$ cat src/sv/rtc_pkg.sv
// ----------------------------------------------------------------------------
// rtc_pkg
// Types and constants shared by the resistive touch calibrator.
// ----------------------------------------------------------------------------
package rtc_pkg;

  localparam int unsigned RawW  = 12;
  localparam int unsigned AdcBits = RawW;
  localparam int unsigned PresW = 16;
  localparam int unsigned ScrW  = 9;
  localparam int unsigned CfgIdxW  = 3;
  localparam int unsigned CfgDataW = 16;

  typedef enum logic [CfgIdxW-1:0] {
    REG_ROTATION = 3'd0,
    REG_X_MIN    = 3'd1,
    REG_X_MAX    = 3'd2,
    REG_Y_MIN    = 3'd3,
    REG_Y_MAX    = 3'd4,
    REG_P_MIN    = 3'd5,
    REG_P_MAX    = 3'd6,
    REG_PLATE    = 3'd7
  } reg_idx_e;

  typedef enum logic [1:0] {
    ROT_PORTRAIT      = 2'd0,
    ROT_LANDSCAPE     = 2'd1,
    ROT_INV_PORTRAIT  = 2'd2,
    ROT_INV_LANDSCAPE = 2'd3
  } rotation_e;

  typedef enum logic [1:0] {
    ST_IDLE  = 2'd0,
    ST_MUL   = 2'd1,
    ST_DIV   = 2'd2,
    ST_DONE  = 2'd3
  } back_state_e;

  typedef struct packed {
    logic [RawW-1:0] x_first;
    logic [RawW-1:0] x_second;
    logic [RawW-1:0] y_first;
    logic [RawW-1:0] y_second;
    logic [RawW-1:0] z_one;
    logic [RawW-1:0] z_two;
  } raw_t;

  typedef struct packed {
    logic             touched;
    logic [ScrW-1:0]  screen_x;
    logic [ScrW-1:0]  screen_y;
    logic [PresW-1:0] pressure;
  } result_t;

  typedef struct packed {
    logic [1:0]       rotation;
    logic [RawW-1:0]  x_min;
    logic [RawW-1:0]  x_max;
    logic [RawW-1:0]  y_min;
    logic [RawW-1:0]  y_max;
    logic [PresW-1:0] p_min;
    logic [PresW-1:0] p_max;
    logic [RawW-1:0]  plate;
  } cfg_t;

  // classified item between front and back
  typedef struct packed {
    logic [RawW-1:0] xa;
    logic [RawW-1:0] ya;
    logic [RawW-1:0] z1;
    logic [RawW-1:0] dz;
    logic            p_zero;
    logic [RawW-1:0] xoff;
    logic [RawW-1:0] xspan;
    logic            xempty;
    logic [RawW-1:0] yoff;
    logic [RawW-1:0] yspan;
    logic            yempty;
    logic            xy_in;
  } work_t;

endpackage

$ cat src/sv/rtc_front.sv
// ----------------------------------------------------------------------------
// rtc_front
// Averages raw samples, clamps to windows and classifies pressure cases.
// ----------------------------------------------------------------------------
module rtc_front import rtc_pkg::*; (
  input  raw_t  raw_i,
  input  cfg_t  cfg_i,
  output work_t work_o
);

  logic [RawW:0]   xs, ys;
  logic [RawW-1:0] xa, ya, xc, yc;

  always_comb begin
    xs = {1'b0, raw_i.x_first} + {1'b0, raw_i.x_second};
    ys = {1'b0, raw_i.y_first} + {1'b0, raw_i.y_second};
    xa = xs[RawW:1];
    ya = ys[RawW:1];
    xc = (xa < cfg_i.x_min) ? cfg_i.x_min : ((xa > cfg_i.x_max) ? cfg_i.x_max : xa);
    yc = (ya < cfg_i.y_min) ? cfg_i.y_min : ((ya > cfg_i.y_max) ? cfg_i.y_max : ya);
    work_o.xa     = xa;
    work_o.ya     = ya;
    work_o.z1     = raw_i.z_one;
    work_o.dz     = raw_i.z_two - raw_i.z_one;
    work_o.p_zero = (raw_i.z_one == '0) || (raw_i.z_two < raw_i.z_one);
    work_o.xempty = cfg_i.x_max <= cfg_i.x_min;
    work_o.yempty = cfg_i.y_max <= cfg_i.y_min;
    work_o.xoff   = xc - cfg_i.x_min;
    work_o.yoff   = yc - cfg_i.y_min;
    work_o.xspan  = cfg_i.x_max - cfg_i.x_min;
    work_o.yspan  = cfg_i.y_max - cfg_i.y_min;
    work_o.xy_in  = (xa < cfg_i.x_max) && (xa > cfg_i.x_min) &&
                    (ya < cfg_i.y_max) && (ya > cfg_i.y_min);
  end

endmodule

$ cat src/sv/rtc_fifo.sv
// ----------------------------------------------------------------------------
// rtc_fifo
// Small register queue with full and empty flags.
// ----------------------------------------------------------------------------
module rtc_fifo #(
  parameter int unsigned Width = 8,
  parameter int unsigned Depth = 2
) (
  input  logic             clk_i,
  input  logic             rst_ni,
  input  logic             push_i,
  input  logic [Width-1:0] data_i,
  output logic             full_o,
  input  logic             pop_i,
  output logic [Width-1:0] data_o,
  output logic             empty_o
);

  localparam int unsigned PtrW = (Depth > 1) ? $clog2(Depth) : 1;

  logic [Width-1:0] mem_q [Depth];
  logic [PtrW-1:0]  wr_q, wr_d, rd_q, rd_d;
  logic [PtrW:0]    cnt_q, cnt_d;
  logic             do_push, do_pop;

  assign full_o  = cnt_q == (PtrW+1)'(Depth);
  assign empty_o = cnt_q == '0;
  assign do_push = push_i && !full_o;
  assign do_pop  = pop_i && !empty_o;
  assign data_o  = mem_q[rd_q];

  always_comb begin
    wr_d  = wr_q;
    rd_d  = rd_q;
    cnt_d = cnt_q;
    if (do_push) begin
      wr_d = (wr_q == PtrW'(Depth-1)) ? '0 : wr_q + 1'b1;
    end
    if (do_pop) begin
      rd_d = (rd_q == PtrW'(Depth-1)) ? '0 : rd_q + 1'b1;
    end
    if (do_push && !do_pop) begin
      cnt_d = cnt_q + 1'b1;
    end else if (!do_push && do_pop) begin
      cnt_d = cnt_q - 1'b1;
    end
  end

  always_ff @(posedge clk_i or negedge rst_ni) begin
    if (!rst_ni) begin
      wr_q  <= '0;
      rd_q  <= '0;
      cnt_q <= '0;
    end else begin
      wr_q  <= wr_d;
      rd_q  <= rd_d;
      cnt_q <= cnt_d;
    end
  end

  always_ff @(posedge clk_i) begin
    if (do_push) begin
      mem_q[wr_q] <= data_i;
    end
  end

endmodule

$ cat src/sv/rtc_back.sv
// ----------------------------------------------------------------------------
// rtc_back
// Multiplies, divides with a shared restoring divider and maps rotation.
// ----------------------------------------------------------------------------
module rtc_back import rtc_pkg::*; #(
  parameter int unsigned PanelLong  = 480,
  parameter int unsigned PanelShort = 320
) (
  input  logic    clk_i,
  input  logic    rst_ni,
  input  cfg_t    cfg_i,
  input  logic    valid_i,
  input  work_t   work_i,
  output logic    take_o,
  output logic    valid_o,
  output result_t result_o,
  input  logic    ready_i
);

  // job 0: pressure, job 1: x scale, job 2: y scale
  localparam int unsigned NumW = 48;
  localparam int unsigned DenW = 26;
  localparam int unsigned CntW = $clog2(NumW + 1);
  localparam int unsigned SpanW = 13;

  back_state_e     state_q, state_d;
  work_t           w_q;
  logic [1:0]      job_q, job_d;
  logic [23:0]     prod_q, prod_d;
  logic [NumW-1:0] num_q, num_d;
  logic [DenW-1:0] den_q, den_d;
  logic [NumW:0]   rem_q, rem_d;
  logic [CntW-1:0] cnt_q, cnt_d;
  logic [PresW-1:0] p_q, p_d;
  logic [SpanW-1:0] xs_q, xs_d, ys_q, ys_d;
  logic [NumW:0]   rem_sh;
  logic [NumW-1:0] q_d;
  logic [NumW-1:0] quot_q;
  logic            load;
  logic [SpanW-1:0] sx, sy;
  logic            hit;

  assign take_o = (state_q == ST_IDLE) && valid_i;
  assign valid_o = state_q == ST_DONE;

  always_comb begin
    state_d = state_q;
    job_d   = job_q;
    prod_d  = prod_q;
    num_d   = num_q;
    den_d   = den_q;
    rem_d   = rem_q;
    cnt_d   = cnt_q;
    p_d     = p_q;
    xs_d    = xs_q;
    ys_d    = ys_q;
    load    = 1'b0;
    rem_sh  = '0;
    q_d     = quot_q;
    case (state_q)
      ST_IDLE: begin
        if (valid_i) begin
          state_d = ST_MUL;
          job_d   = 2'd0;
          prod_d  = {12'b0, cfg_i.plate} * {12'b0, work_i.xa};
        end
      end
      ST_MUL: begin
        load  = 1'b1;
        cnt_d = CntW'(NumW);
        rem_d = '0;
        state_d = ST_DIV;
        case (job_q)
          2'd0: begin
            num_d = NumW'({12'b0, prod_q} * {24'b0, w_q.dz});
            den_d = DenW'({w_q.z1, AdcBits'(0)});
          end
          2'd1: begin
            num_d = 48'(w_q.xoff * PanelLong);
            den_d = DenW'(w_q.xspan);
          end
          default: begin
            num_d = 48'(w_q.yoff * PanelShort);
            den_d = DenW'(w_q.yspan);
          end
        endcase
      end
      ST_DIV: begin
        // four restoring steps per cycle
        for (int k = 0; k < 4; k++) begin
          rem_sh = {rem_d[NumW-1:0], num_d[NumW-1]};
          num_d  = {num_d[NumW-2:0], 1'b0};
          q_d    = {q_d[NumW-2:0], 1'b0};
          if (rem_sh >= {{(NumW+1-DenW){1'b0}}, den_q}) begin
            rem_sh = rem_sh - {{(NumW+1-DenW){1'b0}}, den_q};
            q_d[0] = 1'b1;
          end
          rem_d = rem_sh;
        end
        cnt_d = cnt_q - CntW'(4);
        if (cnt_d == '0) begin
          case (job_q)
            2'd0: begin
              p_d = w_q.p_zero ? '0 : ((q_d > NumW'(16'hFFFF)) ? 16'hFFFF : q_d[PresW-1:0]);
              job_d = 2'd1;
              state_d = ST_MUL;
            end
            2'd1: begin
              xs_d = w_q.xempty ? '0 : q_d[SpanW-1:0];
              job_d = 2'd2;
              state_d = ST_MUL;
            end
            default: begin
              ys_d = w_q.yempty ? '0 : q_d[SpanW-1:0];
              state_d = ST_DONE;
            end
          endcase
        end
      end
      ST_DONE: begin
        if (ready_i) begin
          state_d = ST_IDLE;
        end
      end
      default: state_d = ST_IDLE;
    endcase
  end

  always_ff @(posedge clk_i or negedge rst_ni) begin
    if (!rst_ni) begin
      state_q <= ST_IDLE;
      job_q   <= 2'd0;
      cnt_q   <= '0;
    end else begin
      state_q <= state_d;
      job_q   <= job_d;
      cnt_q   <= cnt_d;
    end
  end

  always_ff @(posedge clk_i) begin
    if (take_o) begin
      w_q <= work_i;
    end
    prod_q <= prod_d;
    num_q  <= num_d;
    den_q  <= den_d;
    rem_q  <= rem_d;
    p_q    <= p_d;
    xs_q   <= xs_d;
    ys_q   <= ys_d;
    quot_q <= load ? '0 : q_d;
  end

  always_comb begin
    case (rotation_e'(cfg_i.rotation))
      ROT_LANDSCAPE: begin
        sx = xs_q;
        sy = SpanW'(PanelShort) - ys_q;
      end
      ROT_INV_PORTRAIT: begin
        sx = SpanW'(PanelShort) - ys_q;
        sy = SpanW'(PanelLong) - xs_q;
      end
      ROT_INV_LANDSCAPE: begin
        sx = SpanW'(PanelLong) - xs_q;
        sy = ys_q;
      end
      default: begin
        sx = ys_q;
        sy = xs_q;
      end
    endcase
    hit = w_q.xy_in && (p_q < cfg_i.p_max) && (p_q > cfg_i.p_min);
    result_o.touched  = hit;
    result_o.screen_x = sx[ScrW-1:0];
    result_o.screen_y = sy[ScrW-1:0];
    result_o.pressure = p_q;
  end

endmodule

$ cat src/sv/resistive_touch_calibrator.sv
// each result takes three 48-bit divides in turn on the shared divider, 4 bits a cycle
// the back end takes a new item only once its last result has gone to the output queue
// front end and input queue take new items while the back end works
// output queue holds two results; while it is full the back end stalls, then the input queue fills and push is refused
// reset: asynchronous active low, config registers to defaults, queues empty
// ----------------------------------------------------------------------------
// resistive_touch_calibrator
// Pressure, window check and screen mapping for a four-wire touch panel.
// ----------------------------------------------------------------------------
module resistive_touch_calibrator import rtc_pkg::*; #(
  parameter int unsigned PANEL_LONG  = 480,
  parameter int unsigned PANEL_SHORT = 320
) (
  input  logic                clk_i,
  input  logic                rst_ni,
  input  logic                push,
  input  raw_t                in_i,
  output logic                full,
  output logic                empty,
  input  logic                pop,
  output result_t             out_o,
  input  logic                cfg_we_i,
  input  logic [CfgIdxW-1:0]  cfg_idx_i,
  input  logic [CfgDataW-1:0] cfg_data_i
);

  cfg_t    cfg_q;
  work_t   front_w, q_w;
  logic    q_empty, q_full, take;
  logic    b_valid, o_full;
  result_t b_res;

  always_ff @(posedge clk_i or negedge rst_ni) begin
    if (!rst_ni) begin
      cfg_q.rotation <= '0;
      cfg_q.x_min    <= '0;
      cfg_q.x_max    <= 12'd4095;
      cfg_q.y_min    <= '0;
      cfg_q.y_max    <= 12'd4095;
      cfg_q.p_min    <= '0;
      cfg_q.p_max    <= 16'hFFFF;
      cfg_q.plate    <= 12'd300;
    end else if (cfg_we_i) begin
      case (reg_idx_e'(cfg_idx_i))
        REG_ROTATION: cfg_q.rotation <= cfg_data_i[1:0];
        REG_X_MIN:    cfg_q.x_min    <= cfg_data_i[RawW-1:0];
        REG_X_MAX:    cfg_q.x_max    <= cfg_data_i[RawW-1:0];
        REG_Y_MIN:    cfg_q.y_min    <= cfg_data_i[RawW-1:0];
        REG_Y_MAX:    cfg_q.y_max    <= cfg_data_i[RawW-1:0];
        REG_P_MIN:    cfg_q.p_min    <= cfg_data_i;
        REG_P_MAX:    cfg_q.p_max    <= cfg_data_i;
        REG_PLATE:    cfg_q.plate    <= cfg_data_i[RawW-1:0];
        default: ;
      endcase
    end
  end

  rtc_front u_front (.raw_i(in_i), .cfg_i(cfg_q), .work_o(front_w));

  rtc_fifo #(.Width($bits(work_t)), .Depth(2)) u_inq (
    .clk_i, .rst_ni, .push_i(push), .data_i(front_w), .full_o(q_full),
    .pop_i(take), .data_o(q_w), .empty_o(q_empty)
  );
  assign full = q_full;

  rtc_back #(.PanelLong(PANEL_LONG), .PanelShort(PANEL_SHORT)) u_back (
    .clk_i, .rst_ni, .cfg_i(cfg_q), .valid_i(!q_empty), .work_i(q_w), .take_o(take),
    .valid_o(b_valid), .result_o(b_res), .ready_i(!o_full)
  );

  rtc_fifo #(.Width($bits(result_t)), .Depth(2)) u_outq (
    .clk_i, .rst_ni, .push_i(b_valid), .data_i(b_res), .full_o(o_full),
    .pop_i(pop), .data_o(out_o), .empty_o(empty)
  );

`ifndef SYNTHESIS
  a_take_needs_item: assert property (@(posedge clk_i) disable iff (!rst_ni)
    take |-> !q_empty) else $error("back end took from empty queue");
  a_no_push_full: assert property (@(posedge clk_i) disable iff (!rst_ni)
    b_valid && o_full |=> b_valid) else $error("result dropped");
  a_empty_zero_press: assert property (@(posedge clk_i) disable iff (!rst_ni)
    (!empty && out_o.touched) |-> out_o.pressure != '0) else $error("touch with zero pressure");
`endif

endmodule
$ cat config.mk
export PLATFORM = sky130hd
export DESIGN_NAME = resistive_touch_calibrator
export DESIGN_NICKNAME = d
export VERILOG_FILES = /design/src/sv/rtc_pkg.sv /design/src/sv/rtc_front.sv /design/src/sv/rtc_fifo.sv /design/src/sv/rtc_back.sv /design/src/sv/resistive_touch_calibrator.sv
export SDC_FILE = /design/constraint.sdc
export NUM_CORES = 2
export LEC_CHECK = 0
export BUFFER_PORTS_ARGS = -buffer_cell sky130_fd_sc_hd__clkbuf_2
export CAP_MARGIN = 10
export CORE_MARGIN = 5
export CORE_UTILIZATION = 55
export CTS_BUF_LIST = sky130_fd_sc_hd__clkbuf_2 sky130_fd_sc_hd__clkbuf_4 sky130_fd_sc_hd__clkbuf_8
export CTS_CLUSTER_DIAMETER = 40
export DETAILED_ROUTE_END_ITERATION = 10
export PLACE_DENSITY_LB_ADDON = 0.05
export SLEW_MARGIN = 20
export SYNTH_ARGS = -nofsm -noshare
export SYNTH_HDL_FRONTEND = slang
export SYNTH_HIERARCHICAL = 1
export SYNTH_SLANG_ARGS = --single-unit
$ cat constraint.sdc
create_clock -name clk_i -period 36.5 [get_ports clk_i]
set_input_delay 10.95 -clock clk_i [delete_from_list [all_inputs] [get_ports clk_i]]
set_output_delay 10.95 -clock clk_i [all_outputs]
set_load 0.01 [all_outputs]
==> results.sh <==
export IMPL_timing_critical_path_slowest_stage_cell="a2111oi_4"
export IMPL_die_height_um=327
export IMPL_clk_root_buffer_cell="clkbuf_8"
export IMPL_holdCritStartpoint="cfg_q[64]$_DFFE_PN0P_"
export IMPL_drc=0
export IMPL_result_of_the_run="finished, final reports clean"
export IMPL_worst_path_buf_inv=3
export IMPL_die_width_um=327
export IMPL_timing_final_crit_share=0.454
export IMPL_gr_usage_met1=0.390
export IMPL_cts_buffers_inserted=119
export IMPL_clk_path_buf_depth=3
export IMPL_worst_r2r_startpoint="u_back/rem_q[35]$_SDFFCE_PN0P_"
export IMPL_top_level_ports=133
export IMPL_globalRouteTotalUtil=0.269
export IMPL_worst_endpoint_arrival_ns=17.15
export IMPL_port_buffers=132
export IMPL_min_delay_path_depth=1
export IMPL_count_of_mapped_cells_out_of_synthesis=5409
export IMPL_cp_required_ns=37.10
export IMPL_critPathLaunchType="flop"
export IMPL_vias_per_cell=5.83
export IMPL_max_slew_margin_rel=0.268
export IMPL_critPathCaptureType="flop"
export IMPL_largest_net_degree_at_the_start_of_global_routing=69
export IMPL_achievable_frequency_mhz=60.4
export IMPL_grtUsageMet3=0.0397
export IMPL_detail_route_first_pass_iterations=5
export IMPL_area_growth_synth_to_final_pct=7.70
export IMPL_post_cts_setup_buffers=0
export IMPL_critPathMaxStageDelay_ns=0.64
export IMPL_netlist_area_mm2=0.0553
export IMPL_reg2reg_slack_ns=19.94
export IMPL_max_cap_violations=0
export IMPL_antenna_found_initial=14
export IMPL_holdCritPathClass="reg -> reg"
export IMPL_route_final_wire_length_mm=144
export IMPL_grt_first_pass_wirelength_mm=228
export IMPL_timing_reg2reg_worst_path_depth=55
export IMPL_grt_met2_usage=0.424
export IMPL_worst_setup_path_type="reg -> reg"
export IMPL_synth_nets=6298
export IMPL_cts_htree_levels=3
export IMPL_worst_margin_pin_slew_ns=1.10
export IMPL_finalNetCount=6367
export IMPL_maxSlewViolCount=0
export IMPL_clk_pin_slew_worst_paths_ns=0.06
export IMPL_minimum_clock_period_ns=16.56
export IMPL_floorplan_die_area_mm2=0.107
export IMPL_vias=40100
export IMPL_hold_path_endpoint="cfg_q[64]$_DFFE_PN0P_"
export IMPL_detailed_place_hpwl_mm=111
export IMPL_finalSetupTns_ns=0
export IMPL_core_area_mm2=0.0999
export IMPL_grt_ovfl_total=0
export IMPL_final_antenna_net_count=0
export IMPL_insertion_delay_ns=0.79
export IMPL_worst_path_max_fanout=37
export IMPL_post_cts_hold_buffer_count=0
export IMPL_hold_viol_final=0
export IMPL_ctsResizeCount=0
export IMPL_detailedRoute_firstIterationViolations=2989
export IMPL_synth_yosys_warnings=6
export IMPL_initial_utilization=0.553
export IMPL_busiest_layer="met2"
export IMPL_cpLargestDelayFamily="compound AO/OA/AOI/OAI gates"
export IMPL_finalSetupViolCount=0
export IMPL_standard_cell_rows=116
export IMPL_tritoncts="done"
export IMPL_clock_sink_count=654
export IMPL_finalWeightedCongestion=0.931
export IMPL_via_count_of_the_first_global_routing_pass=40200
export IMPL_share_of_cells_above_drive_strength_1=0.132
export IMPL_crit_path_frequent_cell="o21ai_0"
export IMPL_clock_skew_final_ns=0.0792
export IMPL_avgRoutedWirePerCell_um=21.0
export IMPL_syn_mean_instance_area_um2=10.2
export IMPL_rsz0062_at_grt="no"
export IMPL_crit_reg2reg_capture="u_back/rem_q[1]$_SDFFCE_PN0P_"
[worst max path at each step]
stage,cells after the start,startpoint,endpoint,slack (ns)
6_report,55,u_back/rem_q[35]$_SDFFCE_PN0P_,u_back/rem_q[1]$_SDFFCE_PN0P_,19.94
5_1_grt,56,u_back/rem_q[35]$_SDFFCE_PN0P_,u_back/rem_q[9]$_SDFFCE_PN0P_,18.79
4_1_cts,55,u_back/rem_q[35]$_SDFFCE_PN0P_,u_back/rem_q[9]$_SDFFCE_PN0P_,20.20
3_5_place_dp,24,in_i[49],u_inq/mem_q[0][49]$_DFFE_PP_,19.83
3_3_place_gp,24,in_i[49],u_inq/mem_q[0][49]$_DFFE_PP_,19.89
2_1_floorplan,25,in_i[24],u_inq/mem_q[0][24]$_DFFE_PP_,20.68
[registers in the layout, summed over array words and instances (netlist names), 44 cells and up]
name           cells
u_back/quot_q     44
u_back/w_q        76
u_outq/mem_q      70
u_back/num_q      48
u_inq/mem_q      176
u_back/rem_q      48
cfg_q             94
[cell usage in the layout, fill, tap and decap left out, drive strengths merged, types with 77 or more instances in the layout]
cell type / instances
inv: 582
nand3: 81
nor3: 77
edfxtp: 500
mux2: 223
ha: 440
o21ai: 211
xnor2: 172
nand2: 610
nor2: 332
clkbuf: 296
and2: 169
fa: 353
xor2: 95
a21oi: 319
[final cells by class]
class                           count  area [um^2]
Tap cell                         1298         1620
Multi-Input combinational cell   3959        33200
Fill cell                        8536        40300
Clock inverter                     58          743
Sequential cell                   654        18700
Inverter                          577         2170
Clock buffer                      165         2080
Antenna cell                        8         20.0
Timing Repair Buffer              167          946
[per-stage QoR]
stage	std cells	hold WS, ns	util	instance area, um^2	setup slack [ns]
detailed placement	6654	0.485	0.567	56600	19.83
CTS	6877	0.499	0.595	59500	20.20
finish	6886	0.494	0.596	59500	19.94
global route	6882	0.517	0.596	59500	18.79
global placement	6654	0.476	0.567	56600	19.89
floorplan	5409	0.445	-	55300	20.68
[per-layer routing]
layer / up-vias / share of wire
met5: - / 0.00042
met4: 10 / 0.028
met3: 232 / 0.060
met2: 1195 / 0.45
met1: 19700 / 0.46
li1: 19000 / -
Power is left out: the tool's default activity adds up to more than one toggle a clock period on the data nets, which glitch-free logic cannot reach.
